--- src/hdl/jsu_pkg.sv ---
package jsu_pkg;

    localparam int MAX_STRING_BYTES_DEFAULT = 65535;
    localparam int RESULT_SLOTS = 4;

    localparam logic [1:0] KIND_BYTE  = 2'd0;
    localparam logic [1:0] KIND_DONE  = 2'd1;
    localparam logic [1:0] KIND_ERROR = 2'd2;

    localparam logic [3:0] ERR_NO_QUOTE     = 4'd0;
    localparam logic [3:0] ERR_CUT_ESCAPE   = 4'd1;
    localparam logic [3:0] ERR_SHORT_U      = 4'd2;
    localparam logic [3:0] ERR_BAD_HEX      = 4'd3;
    localparam logic [3:0] ERR_BAD_LOW_HEX  = 4'd4;
    localparam logic [3:0] ERR_LONE_HIGH    = 4'd5;
    localparam logic [3:0] ERR_LONE_LOW     = 4'd6;
    localparam logic [3:0] ERR_BAD_ESCAPE   = 4'd7;
    localparam logic [3:0] ERR_CONTROL      = 4'd8;
    localparam logic [3:0] ERR_BAD_UTF8     = 4'd9;
    localparam logic [3:0] ERR_UNTERMINATED = 4'd10;

    localparam logic [7:0] CH_QUOTE     = 8'h22;
    localparam logic [7:0] CH_BACKSLASH = 8'h5C;
    localparam logic [7:0] CH_SLASH     = 8'h2F;
    localparam logic [7:0] CH_U         = 8'h75;

    localparam logic [15:0] HIGH_SUR_FIRST = 16'hD800;
    localparam logic [15:0] HIGH_SUR_LAST  = 16'hDBFF;
    localparam logic [15:0] LOW_SUR_FIRST  = 16'hDC00;
    localparam logic [15:0] LOW_SUR_LAST   = 16'hDFFF;
    localparam logic [20:0] SUPP_BASE      = 21'h10000;

    typedef enum logic [3:0] {
        PH_IDLE          = 4'd0,
        PH_BODY          = 4'd1,
        PH_ESC           = 4'd2,
        PH_UHEX          = 4'd3,
        PH_AFTER_HIGH    = 4'd4,
        PH_AFTER_HIGH_BS = 4'd5,
        PH_LOWHEX        = 4'd6,
        PH_UTF8_SECOND   = 4'd7,
        PH_UTF8_REST     = 4'd8
    } phase_t;

    typedef struct packed {
        logic [1:0]  kind;
        logic [7:0]  out_byte;
        logic [3:0]  error_code;
        logic [15:0] error_offset;
        logic [15:0] decoded_length;
        logic        last;
    } result_t;

    typedef struct packed {
        logic [2:0]                    count;
        result_t [RESULT_SLOTS-1:0]    word;
    } batch_t;

    typedef struct packed {
        logic [2:0]      len;
        logic [3:0][7:0] bytes;
    } utf8_t;

    typedef struct packed {
        logic       ok;
        logic [3:0] value;
    } hex_t;

    typedef struct packed {
        logic       ok;
        logic [7:0] value;
    } esc_t;

    function automatic utf8_t utf8_encode(input logic [20:0] cp);
        utf8_t r;
        r.bytes = '0;
        if (cp < 21'h80) begin
            r.len = 3'd1;
            r.bytes[0] = {1'b0, cp[6:0]};
        end else if (cp < 21'h800) begin
            r.len = 3'd2;
            r.bytes[0] = {3'b110, cp[10:6]};
            r.bytes[1] = {2'b10, cp[5:0]};
        end else if (cp < 21'h10000) begin
            r.len = 3'd3;
            r.bytes[0] = {4'b1110, cp[15:12]};
            r.bytes[1] = {2'b10, cp[11:6]};
            r.bytes[2] = {2'b10, cp[5:0]};
        end else begin
            r.len = 3'd4;
            r.bytes[0] = {5'b11110, cp[20:18]};
            r.bytes[1] = {2'b10, cp[17:12]};
            r.bytes[2] = {2'b10, cp[11:6]};
            r.bytes[3] = {2'b10, cp[5:0]};
        end
        return r;
    endfunction

    function automatic hex_t hex_digit(input logic [7:0] b);
        hex_t r;
        r.ok = 1'b1;
        r.value = 4'd0;
        if (b >= 8'h30 && b <= 8'h39) begin
            r.value = 4'(b - 8'h30);
        end else if (b >= 8'h61 && b <= 8'h66) begin
            r.value = 4'(b - 8'h57);
        end else if (b >= 8'h41 && b <= 8'h46) begin
            r.value = 4'(b - 8'h37);
        end else begin
            r.ok = 1'b0;
        end
        return r;
    endfunction

    function automatic esc_t escape_map(input logic [7:0] b);
        esc_t r;
        r.ok = 1'b1;
        unique case (b)
            CH_QUOTE:     r.value = CH_QUOTE;
            CH_BACKSLASH: r.value = CH_BACKSLASH;
            CH_SLASH:     r.value = CH_SLASH;
            8'h62:        r.value = 8'h08;
            8'h66:        r.value = 8'h0C;
            8'h6E:        r.value = 8'h0A;
            8'h72:        r.value = 8'h0D;
            8'h74:        r.value = 8'h09;
            default:
            begin
                r.ok = 1'b0;
                r.value = 8'h00;
            end
        endcase
        return r;
    endfunction

    function automatic logic [15:0] sat_inc(input logic [15:0] v, input logic [15:0] lim);
        return (v >= lim) ? lim : v + 16'd1;
    endfunction

endpackage

--- src/hdl/jsu_decode.sv ---
module jsu_decode #(
    parameter int MAX_STRING_BYTES = jsu_pkg::MAX_STRING_BYTES_DEFAULT
) (
    input  logic            clk,
    input  logic            rst_n,
    input  logic            accept,
    input  logic [7:0]      data_byte,
    input  logic            end_of_input,
    output jsu_pkg::batch_t batch
);

    localparam logic [15:0] SatLimit =
        (MAX_STRING_BYTES < 65535) ? 16'(MAX_STRING_BYTES) : 16'hFFFF;

    jsu_pkg::phase_t phase_reg, phase_next;
    logic [15:0] pos_reg, pos_next;
    logic [15:0] acc_reg, acc_next;
    logic [9:0]  high_reg, high_next;
    logic [2:0]  cnt_reg, cnt_next;
    logic        pend_reg, pend_next;
    logic [20:0] pcp_reg, pcp_next;
    logic [1:0]  cl_reg, cl_next;
    logic [15:0] seq_reg, seq_next;
    logic [15:0] outc_reg, outc_next;

    logic            fail_flag;
    logic [3:0]      fail_code;
    logic [15:0]     fail_off;
    logic            done_flag;
    logic            emit_flag;
    logic [20:0]     emit_cp;
    logic [15:0]     pos_inc;
    jsu_pkg::hex_t   hd;
    jsu_pkg::esc_t   esc;
    jsu_pkg::utf8_t  enc;
    logic [15:0]     acc_take;
    logic [2:0]      cnt_take;
    logic            pend_take;
    logic [20:0]     pcp_cat;
    logic [1:0]      cl_dec;
    logic [7:0]      lo_bound;
    logic [7:0]      hi_bound;
    logic [16:0]     outc_sum;
    logic            clear;

    always_comb
    begin
        pos_inc   = jsu_pkg::sat_inc(pos_reg, SatLimit);
        hd        = jsu_pkg::hex_digit(data_byte);
        esc       = jsu_pkg::escape_map(data_byte);
        acc_take  = hd.ok ? {acc_reg[11:0], hd.value} : acc_reg;
        pend_take = pend_reg | ~hd.ok;
        cnt_take  = cnt_reg + 3'd1;
        pcp_cat   = {pcp_reg[14:0], data_byte[5:0]};
        cl_dec    = cl_reg - 2'd1;
        lo_bound  = 8'h80;
        hi_bound  = 8'hBF;
        if (cl_reg == 2'd2 && pcp_reg == 21'd0)   lo_bound = 8'hA0;
        if (cl_reg == 2'd2 && pcp_reg == 21'hD)   hi_bound = 8'h9F;
        if (cl_reg == 2'd3 && pcp_reg == 21'd0)   lo_bound = 8'h90;
        if (cl_reg == 2'd3 && pcp_reg == 21'd4)   hi_bound = 8'h8F;

        phase_next = phase_reg;
        pos_next   = pos_reg;
        acc_next   = acc_reg;
        high_next  = high_reg;
        cnt_next   = cnt_reg;
        pend_next  = pend_reg;
        pcp_next   = pcp_reg;
        cl_next    = cl_reg;
        seq_next   = seq_reg;
        outc_next  = outc_reg;
        fail_flag  = 1'b0;
        fail_code  = jsu_pkg::ERR_NO_QUOTE;
        fail_off   = 16'd0;
        done_flag  = 1'b0;
        emit_flag  = 1'b0;
        emit_cp    = 21'd0;
        clear      = 1'b0;

        unique case (phase_reg) inside
            jsu_pkg::PH_IDLE:
            begin
                if (!end_of_input && data_byte == jsu_pkg::CH_QUOTE) begin
                    clear = 1'b1;
                end else begin
                    fail_flag = 1'b1;
                    fail_code = jsu_pkg::ERR_NO_QUOTE;
                end
            end
            jsu_pkg::PH_BODY:
            begin
                if (end_of_input) begin
                    fail_flag = 1'b1;
                    fail_code = jsu_pkg::ERR_UNTERMINATED;
                    fail_off  = pos_reg;
                end else if (data_byte == jsu_pkg::CH_QUOTE) begin
                    done_flag = 1'b1;
                end else if (data_byte == jsu_pkg::CH_BACKSLASH) begin
                    pos_next   = pos_inc;
                    phase_next = jsu_pkg::PH_ESC;
                end else if (data_byte < 8'h20) begin
                    fail_flag = 1'b1;
                    fail_code = jsu_pkg::ERR_CONTROL;
                    fail_off  = pos_reg;
                end else if (data_byte < 8'h80) begin
                    emit_flag = 1'b1;
                    emit_cp   = {13'd0, data_byte};
                    pos_next  = pos_inc;
                end else if (data_byte >= 8'hC2 && data_byte <= 8'hF4) begin
                    if (data_byte <= 8'hDF) begin
                        cl_next  = 2'd1;
                        pcp_next = {16'd0, data_byte[4:0]};
                    end else if (data_byte <= 8'hEF) begin
                        cl_next  = 2'd2;
                        pcp_next = {17'd0, data_byte[3:0]};
                    end else begin
                        cl_next  = 2'd3;
                        pcp_next = {18'd0, data_byte[2:0]};
                    end
                    seq_next   = pos_reg;
                    pos_next   = pos_inc;
                    phase_next = jsu_pkg::PH_UTF8_SECOND;
                end else begin
                    fail_flag = 1'b1;
                    fail_code = jsu_pkg::ERR_BAD_UTF8;
                    fail_off  = pos_reg;
                end
            end
            jsu_pkg::PH_ESC:
            begin
                if (end_of_input) begin
                    fail_flag = 1'b1;
                    fail_code = jsu_pkg::ERR_CUT_ESCAPE;
                    fail_off  = pos_reg;
                end else if (data_byte == jsu_pkg::CH_U) begin
                    pos_next   = pos_inc;
                    seq_next   = pos_inc;
                    acc_next   = 16'd0;
                    cnt_next   = 3'd0;
                    pend_next  = 1'b0;
                    phase_next = jsu_pkg::PH_UHEX;
                end else if (esc.ok) begin
                    emit_flag  = 1'b1;
                    emit_cp    = {13'd0, esc.value};
                    pos_next   = pos_inc;
                    phase_next = jsu_pkg::PH_BODY;
                end else begin
                    fail_flag = 1'b1;
                    fail_code = jsu_pkg::ERR_BAD_ESCAPE;
                    fail_off  = pos_reg;
                end
            end
            jsu_pkg::PH_UHEX:
            begin
                if (end_of_input) begin
                    fail_flag = 1'b1;
                    fail_code = jsu_pkg::ERR_SHORT_U;
                    fail_off  = seq_reg;
                end else begin
                    acc_next  = acc_take;
                    cnt_next  = cnt_take;
                    pend_next = pend_take;
                    pos_next  = pos_inc;
                    if (cnt_take >= 3'd4) begin
                        if (pend_take) begin
                            fail_flag = 1'b1;
                            fail_code = jsu_pkg::ERR_BAD_HEX;
                            fail_off  = seq_reg;
                        end else if (acc_take >= jsu_pkg::HIGH_SUR_FIRST
                                     && acc_take <= jsu_pkg::HIGH_SUR_LAST) begin
                            high_next  = acc_take[9:0];
                            seq_next   = pos_inc;
                            phase_next = jsu_pkg::PH_AFTER_HIGH;
                        end else if (acc_take >= jsu_pkg::LOW_SUR_FIRST
                                     && acc_take <= jsu_pkg::LOW_SUR_LAST) begin
                            fail_flag = 1'b1;
                            fail_code = jsu_pkg::ERR_LONE_LOW;
                            fail_off  = pos_inc;
                        end else begin
                            emit_flag  = 1'b1;
                            emit_cp    = {5'd0, acc_take};
                            phase_next = jsu_pkg::PH_BODY;
                        end
                    end
                end
            end
            jsu_pkg::PH_AFTER_HIGH:
            begin
                if (end_of_input || data_byte != jsu_pkg::CH_BACKSLASH) begin
                    fail_flag = 1'b1;
                    fail_code = jsu_pkg::ERR_LONE_HIGH;
                    fail_off  = seq_reg;
                end else begin
                    pos_next   = pos_inc;
                    phase_next = jsu_pkg::PH_AFTER_HIGH_BS;
                end
            end
            jsu_pkg::PH_AFTER_HIGH_BS:
            begin
                if (end_of_input || data_byte != jsu_pkg::CH_U) begin
                    fail_flag = 1'b1;
                    fail_code = jsu_pkg::ERR_LONE_HIGH;
                    fail_off  = seq_reg;
                end else begin
                    pos_next   = pos_inc;
                    acc_next   = 16'd0;
                    cnt_next   = 3'd0;
                    pend_next  = 1'b0;
                    phase_next = jsu_pkg::PH_LOWHEX;
                end
            end
            jsu_pkg::PH_LOWHEX:
            begin
                if (end_of_input) begin
                    fail_flag = 1'b1;
                    fail_code = jsu_pkg::ERR_LONE_HIGH;
                    fail_off  = seq_reg;
                end else begin
                    acc_next  = acc_take;
                    cnt_next  = cnt_take;
                    pend_next = pend_take;
                    pos_next  = pos_inc;
                    if (cnt_take >= 3'd4) begin
                        if (pend_take) begin
                            fail_flag = 1'b1;
                            fail_code = jsu_pkg::ERR_BAD_LOW_HEX;
                            fail_off  = seq_reg;
                        end else if (acc_take >= jsu_pkg::LOW_SUR_FIRST
                                     && acc_take <= jsu_pkg::LOW_SUR_LAST) begin
                            emit_flag  = 1'b1;
                            emit_cp    = jsu_pkg::SUPP_BASE
                                         + {1'b0, high_reg, acc_take[9:0]};
                            phase_next = jsu_pkg::PH_BODY;
                        end else begin
                            fail_flag = 1'b1;
                            fail_code = jsu_pkg::ERR_LONE_HIGH;
                            fail_off  = seq_reg;
                        end
                    end
                end
            end
            jsu_pkg::PH_UTF8_SECOND, jsu_pkg::PH_UTF8_REST:
            begin
                if (end_of_input
                    || (phase_reg == jsu_pkg::PH_UTF8_SECOND
                        && (data_byte < lo_bound || data_byte > hi_bound))
                    || (phase_reg == jsu_pkg::PH_UTF8_REST
                        && data_byte[7:6] != 2'b10)) begin
                    fail_flag = 1'b1;
                    fail_code = jsu_pkg::ERR_BAD_UTF8;
                    fail_off  = seq_reg;
                end else begin
                    pcp_next = pcp_cat;
                    cl_next  = cl_dec;
                    pos_next = pos_inc;
                    if (cl_dec == 2'd0) begin
                        emit_flag  = 1'b1;
                        emit_cp    = pcp_cat;
                        phase_next = jsu_pkg::PH_BODY;
                    end else begin
                        phase_next = jsu_pkg::PH_UTF8_REST;
                    end
                end
            end
            default:
            begin
                clear = 1'b1;
            end
        endcase

        enc      = jsu_pkg::utf8_encode(emit_cp);
        outc_sum = {1'b0, outc_reg} + {14'd0, enc.len};
        if (emit_flag) begin
            outc_next = (outc_sum >= {1'b0, SatLimit}) ? SatLimit : outc_sum[15:0];
        end

        batch = '0;
        if (fail_flag) begin
            batch.count                = 3'd1;
            batch.word[0].kind         = jsu_pkg::KIND_ERROR;
            batch.word[0].error_code   = fail_code;
            batch.word[0].error_offset = fail_off;
            batch.word[0].last         = 1'b1;
        end else if (done_flag) begin
            batch.count                  = 3'd1;
            batch.word[0].kind           = jsu_pkg::KIND_DONE;
            batch.word[0].decoded_length = outc_reg;
            batch.word[0].last           = 1'b1;
        end else if (emit_flag) begin
            batch.count = enc.len;
            for (int i = 0; i < jsu_pkg::RESULT_SLOTS; i++) begin
                batch.word[i].kind     = jsu_pkg::KIND_BYTE;
                batch.word[i].out_byte = enc.bytes[i];
                batch.word[i].last     = (3'(i) == enc.len - 3'd1);
            end
        end

        if (fail_flag || done_flag || clear) begin
            phase_next = jsu_pkg::PH_IDLE;
            pos_next   = 16'd0;
            acc_next   = 16'd0;
            high_next  = 10'd0;
            cnt_next   = 3'd0;
            pend_next  = 1'b0;
            pcp_next   = 21'd0;
            cl_next    = 2'd0;
            seq_next   = 16'd0;
            outc_next  = 16'd0;
        end
        if (clear && phase_reg == jsu_pkg::PH_IDLE) begin
            pos_next   = 16'd1;
            phase_next = jsu_pkg::PH_BODY;
        end
    end

    always_ff @(posedge clk or negedge rst_n)
    begin
        if (!rst_n) begin
            phase_reg <= jsu_pkg::PH_IDLE;
            pos_reg   <= 16'd0;
            acc_reg   <= 16'd0;
            high_reg  <= 10'd0;
            cnt_reg   <= 3'd0;
            pend_reg  <= 1'b0;
            pcp_reg   <= 21'd0;
            cl_reg    <= 2'd0;
            seq_reg   <= 16'd0;
            outc_reg  <= 16'd0;
        end else if (accept) begin
            phase_reg <= phase_next;
            pos_reg   <= pos_next;
            acc_reg   <= acc_next;
            high_reg  <= high_next;
            cnt_reg   <= cnt_next;
            pend_reg  <= pend_next;
            pcp_reg   <= pcp_next;
            cl_reg    <= cl_next;
            seq_reg   <= seq_next;
            outc_reg  <= outc_next;
        end
    end

endmodule

--- src/hdl/jsu_result_buf.sv ---
module jsu_result_buf (
    input  logic             clk,
    input  logic             rst_n,
    input  logic             load,
    input  jsu_pkg::batch_t  batch,
    output logic             load_ready,
    output logic             out_valid,
    input  logic             out_ready,
    output jsu_pkg::result_t out_word
);

    jsu_pkg::result_t [jsu_pkg::RESULT_SLOTS-1:0] word_reg;
    logic [2:0] cnt_reg, cnt_next;
    logic [1:0] rd_reg, rd_next;
    logic       take;

    always_comb
    begin
        out_valid  = (cnt_reg != 3'd0);
        out_word   = word_reg[rd_reg];
        take       = out_valid && out_ready;
        load_ready = (cnt_reg == 3'd0) || (cnt_reg == 3'd1 && out_ready);
        cnt_next   = cnt_reg;
        rd_next    = rd_reg;
        if (take) begin
            cnt_next = cnt_reg - 3'd1;
            rd_next  = rd_reg + 2'd1;
        end
        if (load) begin
            cnt_next = batch.count;
            rd_next  = 2'd0;
        end
    end

    always_ff @(posedge clk or negedge rst_n)
    begin
        if (!rst_n) begin
            cnt_reg <= 3'd0;
            rd_reg  <= 2'd0;
        end else begin
            cnt_reg <= cnt_next;
            rd_reg  <= rd_next;
        end
    end

    always_ff @(posedge clk)
    begin
        if (load) begin
            word_reg <= batch.word;
        end
    end

endmodule

--- src/hdl/json_string_unescape_to_utf8_core.sv ---
// JSON string literal decoder with UTF-8 output.
// Input channel (in_valid/in_ready): one word per text byte, starting at
// the opening quote; end_of_input marks the end of the text with no byte.
// Output channel (out_valid/out_ready): kind 0 words carry decoded UTF-8
// bytes, a kind 1 word closes the string with its decoded length, a kind 2
// word reports an error code and offset; bytes sent before an error are
// void. last marks the final word caused by one input word.
// Results of an input word are registered and appear in the cycle after it
// is taken. One input word per cycle while each word gives at most one result
// and out_ready is high; after a word that gives n results (up to four bytes of
// one code point), the next input word is taken with the buffer's last word.
// The decode state advances only when an input word is taken, so a stalled
// receiver holds the input channel once the buffer holds any word.
// Reset clears the decode state and the result buffer; the block then waits
// for an opening quote. Offsets and lengths saturate at MAX_STRING_BYTES
// or 65535, whichever is smaller.
module json_string_unescape_to_utf8_core #(
    parameter int MAX_STRING_BYTES = jsu_pkg::MAX_STRING_BYTES_DEFAULT
) (
    input  logic        clk,
    input  logic        rst_n,
    input  logic        in_valid,
    output logic        in_ready,
    input  logic [7:0]  data_byte,
    input  logic        end_of_input,
    output logic        out_valid,
    input  logic        out_ready,
    output logic [1:0]  kind,
    output logic [7:0]  out_byte,
    output logic [3:0]  error_code,
    output logic [15:0] error_offset,
    output logic [15:0] decoded_length,
    output logic        last
);

    jsu_pkg::batch_t  batch;
    jsu_pkg::result_t word;
    logic             accept;

    assign accept = in_valid && in_ready;

    jsu_decode #(
        .MAX_STRING_BYTES(MAX_STRING_BYTES)
    ) u_decode (
        .clk         (clk),
        .rst_n       (rst_n),
        .accept      (accept),
        .data_byte   (data_byte),
        .end_of_input(end_of_input),
        .batch       (batch)
    );

    jsu_result_buf u_result_buf (
        .clk       (clk),
        .rst_n     (rst_n),
        .load      (accept),
        .batch     (batch),
        .load_ready(in_ready),
        .out_valid (out_valid),
        .out_ready (out_ready),
        .out_word  (word)
    );

    assign kind           = word.kind;
    assign out_byte       = word.out_byte;
    assign error_code     = word.error_code;
    assign error_offset   = word.error_offset;
    assign decoded_length = word.decoded_length;
    assign last           = word.last;

endmodule

--- config.mk ---
export PLATFORM = sky130hd
export DESIGN_NAME = json_string_unescape_to_utf8_core
export DESIGN_NICKNAME = d
export VERILOG_FILES = /design/src/hdl/jsu_pkg.sv /design/src/hdl/jsu_decode.sv /design/src/hdl/jsu_result_buf.sv /design/src/hdl/json_string_unescape_to_utf8_core.sv
export SDC_FILE = /design/constraint.sdc
export NUM_CORES = 1
export LEC_CHECK = 0
export ABC_AREA = 1
export ABC_CLOCK_PERIOD_IN_PS = 6440
export BUFFER_PORTS_ARGS = -buffer_cell sky130_fd_sc_hd__buf_2
export CAP_MARGIN = 5
export CELL_PAD_IN_SITES_DETAIL_PLACEMENT = 1
export CELL_PAD_IN_SITES_GLOBAL_PLACEMENT = 2
export CORE_MARGIN = 2
export CORE_UTILIZATION = 25
export CTS_BUF_LIST = sky130_fd_sc_hd__clkbuf_8
export DETAILED_ROUTE_END_ITERATION = 8
export PLACE_DENSITY_LB_ADDON = 0.1
export REMOVE_ABC_BUFFERS = 1
export SYNTH_ARGS = -nofsm -noshare
export SYNTH_HDL_FRONTEND = slang
export SYNTH_SLANG_ARGS = --single-unit
--- constraint.sdc ---
create_clock -name clk -period 6.44 [get_ports clk]
set_input_delay 0.644 -clock clk [delete_from_list [all_inputs] [get_ports clk]]
set_output_delay 0.644 -clock clk [all_outputs]
set_load 0.02 [all_outputs]
Yosys cells after proc, flatten, opt, wreduce, memory -nomap -nowiden
Cells that the tools add are included.
{"block": "totals", "inputBits": 13, "register_bits": 190, "wordCells": 444, "out_inout_bits": 49}
{"block": "op_classes", "n_addsub": 11, "reduce_logical": 59, "magnitude_cmp": 25, "n_eq_ne": 65, "n_bitwise": 4, "n_mux": 250}
{"op": "$mux 16", "n": 62}
{"op": "$mux 21", "n": 24}
{"op": "$mux 4", "n": 44}
{"op": "$pmux 16 s7", "n": 1}
{"op": "$pmux 21 s5", "n": 1}
{"op": "$pmux 16 s3", "n": 2}
{"op": "$pmux 16 s6", "n": 1}
{"op": "$bmux 47 s2", "n": 1}
{"op": "$mux 24", "n": 3}
{"op": "$mux 10", "n": 6}
{"op": "$eq 8x7->1 const B", "n": 7}
{"op": "$pmux 4 s7", "n": 2}
{"op": "$pmux 7 s8", "n": 1}
{"op": "$mux 1", "n": 54}
{"op": "$mux 3", "n": 17}
{"op": "$ge 16x16->1 const B", "n": 3}
{"op": "$mux 8", "n": 6}
{"op": "$mux 47", "n": 1}
{"op": "$ne 4x4->1 const B", "n": 11}
{"op": "$ne 3x3->1 const B", "n": 14}
{"op": "$pmux 21 s2", "n": 1}
{"op": "$le 16x16->1 const B", "n": 2}
{"op": "$le 8x8->1 const B", "n": 3}
{"op": "$mux 2", "n": 12}
{"op": "other kinds (80)", "n": 135}

Depth between registers and ports, before layout
{"block": "logic_depth", "depth_word": 24, "ltp_mapped": 41, "depth_no_buf": 40}

Cells and area by module
Synthesis repeated with hierarchy kept, for this count alone.
{"block": "hier_totals", "cells_unflattened": 1876, "hier_area_um2": 17255.3}
{"mod": "jsu_decode", "seq_area_each_um2": 2627.5, "cells_per_inst": 1378, "instances": 1, "area_per_inst_um2": 9415.3}
{"mod": "jsu_result_buf", "seq_area_each_um2": 5770.5, "cells_per_inst": 496, "instances": 1, "area_per_inst_um2": 7832.5}
{"mod": "json_string_unescape_to_utf8_core", "seq_area_each_um2": 0.0, "cells_per_inst": 2, "instances": 1, "area_per_inst_um2": 7.5}

Worst setup path before layout
OpenSTA, ideal clock, no wires.
{"block": "synth_timing", "kind": "register to register", "startpoint": "register u_decode.pcp_reg[11]", "endpoint": "register u_decode.outc_reg[4]", "path_buffers": 1, "slack_ns": 1.665, "setup_ns": 0.066, "t_arrival_ns": 4.709, "stages_incl_launch_ff": 36, "path_cell_list": "dfrtp_1 nor2_1 nand2_1 nor2_1 nand3_1 nor4_1 a21o_1 ha_1 nand4_1 a21boi_0 nor2_1 nand2_1 nand2_1 nand3_1 nor2_1 nor2_2 nand3_2 nor2_1 nand2_1 inv_1 nor2_1 clkinv_1 nand2_1 ha_1 ha_1 inv_1 nor4_1 nand3_1 nor2_1 nand4_1 nor2_1 nand2_2 buf_6 nand3_1 nand2_1 nand2_1"}
{"block": "synth_between", "elab_chain_len": 20, "word_cells_on_any_way": 39, "cone_classes": "add/sub (1); order compare (6); eq/ne (2); mux (17); reduce/logical (13)"}
{"element": "start, declared", "line_no": "jsu_decode.sv:21", "rtl": "logic [20:0] pcp_reg, pcp_next;"}
{"element": "start signal, assigned", "line_no": "jsu_decode.sv:337", "rtl": "pcp_reg <= pcp_next;"}
{"element": "$eq 21x4->1 / $logic_not 21->1 (equally long branches)", "line_no": "jsu_decode.sv:59, jsu_decode.sv:58, jsu_decode.sv:60"}
{"element": "$logic_and 1x1->1, on equally long branches", "line_no": "jsu_decode.sv:59, jsu_decode.sv:58"}
{"element": "$mux 6, on equally long branches", "line_no": "jsu_decode.sv:59, jsu_decode.sv:58"}
{"element": "$mux 8, on equally long branches", "line_no": "jsu_decode.sv:61, jsu_decode.sv:60"}
{"element": "$gt 8x8->1 / $lt 8x8->1 (equally long branches)", "line_no": "jsu_decode.sv:247", "rtl": "&& (data_byte < lo_bound || data_byte > hi_bound))"}
{"element": "$logic_or 1x1->1", "line_no": "jsu_decode.sv:247"}
{"element": "$logic_and 1x1->1", "line_no": "jsu_decode.sv:247"}
{"element": "$logic_or 1x1->1", "line_no": "jsu_decode.sv:246", "rtl": "|| (phase_reg == jsu_pkg::PH_UTF8_SECOND"}
{"element": "[... 4 more ...]"}
{"element": "$mux 3", "line_no": "jsu_pkg.sv:84", "rtl": "end else if (cp < 21'h10000) begin"}
{"element": "$mux 3", "line_no": "jsu_pkg.sv:80", "rtl": "end else if (cp < 21'h800) begin"}
{"element": "$mux 3", "line_no": "jsu_pkg.sv:77", "rtl": "if (cp < 21'h80) begin"}
{"element": "$add 16x3->17", "line_no": "jsu_decode.sv:273", "rtl": "outc_sum = {1'b0, outc_reg} + {14'd0, enc.len};"}
{"element": "$ge 17x16->1", "line_no": "jsu_decode.sv:275", "rtl": "outc_next = (outc_sum >= {1'b0, SatLimit}) ? SatLimit : outc_sum[15:0];"}
{"element": "$mux 16", "line_no": "jsu_decode.sv:275"}
{"element": "$mux 16", "line_no": "jsu_decode.sv:274", "rtl": "if (emit_flag) begin"}
{"element": "$mux 16", "line_no": "jsu_decode.sv:299", "rtl": "if (fail_flag || done_flag || clear) begin"}
{"element": "end signal, assigned", "line_no": "jsu_decode.sv:340", "rtl": "outc_reg <= outc_next;"}
{"element": "end, declared", "line_no": "jsu_decode.sv:24", "rtl": "logic [15:0] outc_reg, outc_next;"}
Parallel ways exist; a longest one is shown, timed or not. The select of a mux whose other input is x is not followed.
A chain may end at the register's enable or synchronous reset.

Worst setup path after layout
{"block": "layout_timing", "startpoint": "register u_decode.pcp_reg[8]", "endpoint": "register u_decode.outc_reg[2]"}
Same word-level chain as after synthesis.

==> metrics.yaml <==
routing:
  post-route-drc-count: 0
  totalWireLength_um: 42800
  drt-initial-drc-count: 507
  final_antenna_net_count: 0
  drt-pass1-iter-count: 5
  post_drt_wl_per_cell_um: 19.4
  routed-via-count: 10743
  via_per_inst: 4.86
clock_tree:
  numCtsBuffers: 17
  clk-insertion-delay-late_ns: 0.58
  cts_hold_buf: 0
  htree_levels: 4
  cts.path.max_buffers: 2
  cts_tree: "yes"
  clock-sinks: 180
  cts-root-buf: "clkbuf_8"
  post-cts-setup-buffers: 0
  path_clk_slew_ns: 0.11
  cts_resized: 0
timing:
  setup_violations: 0
  setup_tns_ns: 0
  clock.fmax_mhz: 180
  grt_setup_unrepaired: "false"
  slew_viol_final: 0
  post-route-period-util_pct: 86.1
  worst_pin_slew_ns: 1.10
  finClkSkew_ns: 0.0204
  relSlewSlack_pct: 26.3
  hold_ws_ns: 0.0871
  hold_viol: 0
  post-route-min-period_ns: 5.54
global_routing:
  grt_pass1_vias: 11330
  antenna_found_initial: 0
  grt_max_degree: 75
  gr-total-overflow: 0
  grt_pass1_wl_um: 67900
  grtUsageTotal_pct: 18.9
outcome:
  outcome: "finished clean"
min_path:
  hp-class: "in2async"
placed_design:
  port_buffers: 61
  place.gp.congestion: 0.830
  dp.cells: 2179
  dp_hpwl_um: 30700
  place_area_um2: 12500
setup_path:
  critical_path_buf_inv_count: 7
  cpMostUsedCell: "nand2_1"
  cp.arrival_ns: 6.06
  cpPeakStageDelay_ns: 0.43
  path_class: "reg2reg"
  slowest_stage: "nor4_1"
  cp.required_ns: 6.96
  end_kind: "register"
  crit_family: "simple AND/OR/NAND/NOR gates"
  critPathMaxFanout: 9
  worstSetupStartpointType: "register"
logic_synthesis:
  synth_seq_area_share_pct: 42.4
  ys.flop_type: "dfrtp_1"
  synth_cell_types: 55
  ys_ff_latch: 180
  ys_warn_count: 0
  synth-async-reset-ratio_pct: 61.1
  synth-edff-count: 70
  syn_area_um2: 11400
  syn_inst: 1552
  syn_area_per_cell_um2: 7.37
floorplanning:
  core_area_um2: 45300
  die-area_um2: 47500
  io_pins: 62
  die_height_um: 218
  die_w_um: 218
  rows: 78
  start_util_pct: 25.3
cells_and_area:
  design_area_um2: 12900
  drive_gt1_share_pct: 11.4
  final_common_cell: "nand2_1"
  instances_no_fill: 2211
  nets: 1630
  n_antenna_cell: 0
  largest_reg_flops: 70
  area_growth_pct: 12.4
  mostFrequentLayoutCells: "336 x nand2_1, 212 x nor2_1, 184 x inv_1, 153 x o21ai_0, 117 x nand3_1"
power_and_ir_drop:
  total_power_uw: 4730
  power_density_nw_per_um2: 368
  p_leak_uw: 0.00569
  ir_drop_uv: 264
run:
  cap_viol_max_count: 0
-- per-stage QoR --
stage	setup slack (ns)	utilization, %
after floorplan	0.512	-
after detailed placement	0.642	27.6
after global routing	0.128	28.4
after global placement	0.646	27.6
final	0.898	28.4
after CTS	0.803	28.4
-- final timing paths --
| kind | depth (start not counted) | slack (ns) | from | end |
|---|---|---|---|---|
| max reg2reg | 38 | 0.90 | u_decode.pcp_reg[8]$_DFFE_PN0P_ | u_decode.outc_reg[2]$_DFFE_PN0P_ |
| max | 38 | 0.90 | u_decode.pcp_reg[8]$_DFFE_PN0P_ | u_decode.outc_reg[2]$_DFFE_PN0P_ |
| min reg2reg | 2 | 0.49 | u_decode.pcp_reg[17]$_DFFE_PN0P_ | u_decode.pcp_reg[17]$_DFFE_PN0P_ |
| min | 1 | 0.09 | rst_n | u_decode.pcp_reg[18]$_DFFE_PN0P_ |
| max in group asynchronous | 3 | 4.78 | rst_n | u_decode.seq_reg[9]$_DFFE_PN0P_ |
| min in group clk | 2 | 0.29 | out_ready | u_result_buf.cnt_reg[2]$_DFFE_PN0P_ |
-- synth_stat cells (19+ instances only) --
cell type / count / share of area (%)
nand4_1: 25 / 1.4
o21ai_0: 153 / 6.7
nand3_1: 117 / 5.1
inv_1: 185 / 6.1
clkbuf_1: 52 / 1.7
a21oi_1: 32 / 1.4
edfxtp_1: 70 / 18
dfrtp_1: 110 / 24
ha_1: 19 / 2.1
nor3_1: 22 / 0.96
o211ai_1: 19 / 1.2
nor2_1: 212 / 7.0
nand2_1: 336 / 11
o22ai_1: 21 / 1.1
-- kinds of logic (layout without fill, tap and decap cells) --
group           Yosys count  in the layout  synth area share (%)
xor+xnor                 13             13                 0.995
buf+inv                 263            322                  9.01
compound gates          306            306                  16.1
fa+ha+maj                19             19                  2.08
simple gates            771            771                  29.4
flops                   180            180                  42.4
-- layer usage --
metal  wire length, um  vias up  share of wire [%]  track usage (%)
li1                  -     5267                  -                -
met1             20900     5314                 49             25.3
met2             20100      129                 47             31.4
met3              1270       33                3.0             3.39
met4               539        0                1.3             4.54
met5                 0        -                  0                0
-- cell type report --
type / instances / area (um2)
multi-input combinational: 1109 / 5580
tap: 600 / 751
fill: 5653 / 32400
timing repair buffer: 94 / 556
clock buffer: 17 / 234
sequential: 180 / 4860
clock inverter: 15 / 150
inverter: 196 / 738
-- power breakdown --
group,internal [uW],total (uW),switching [uW]
Sequential,1530,1790,267
Combinational,594,2100,1510
Clock,316,832,516
Power figures use the tool's default switching activity.
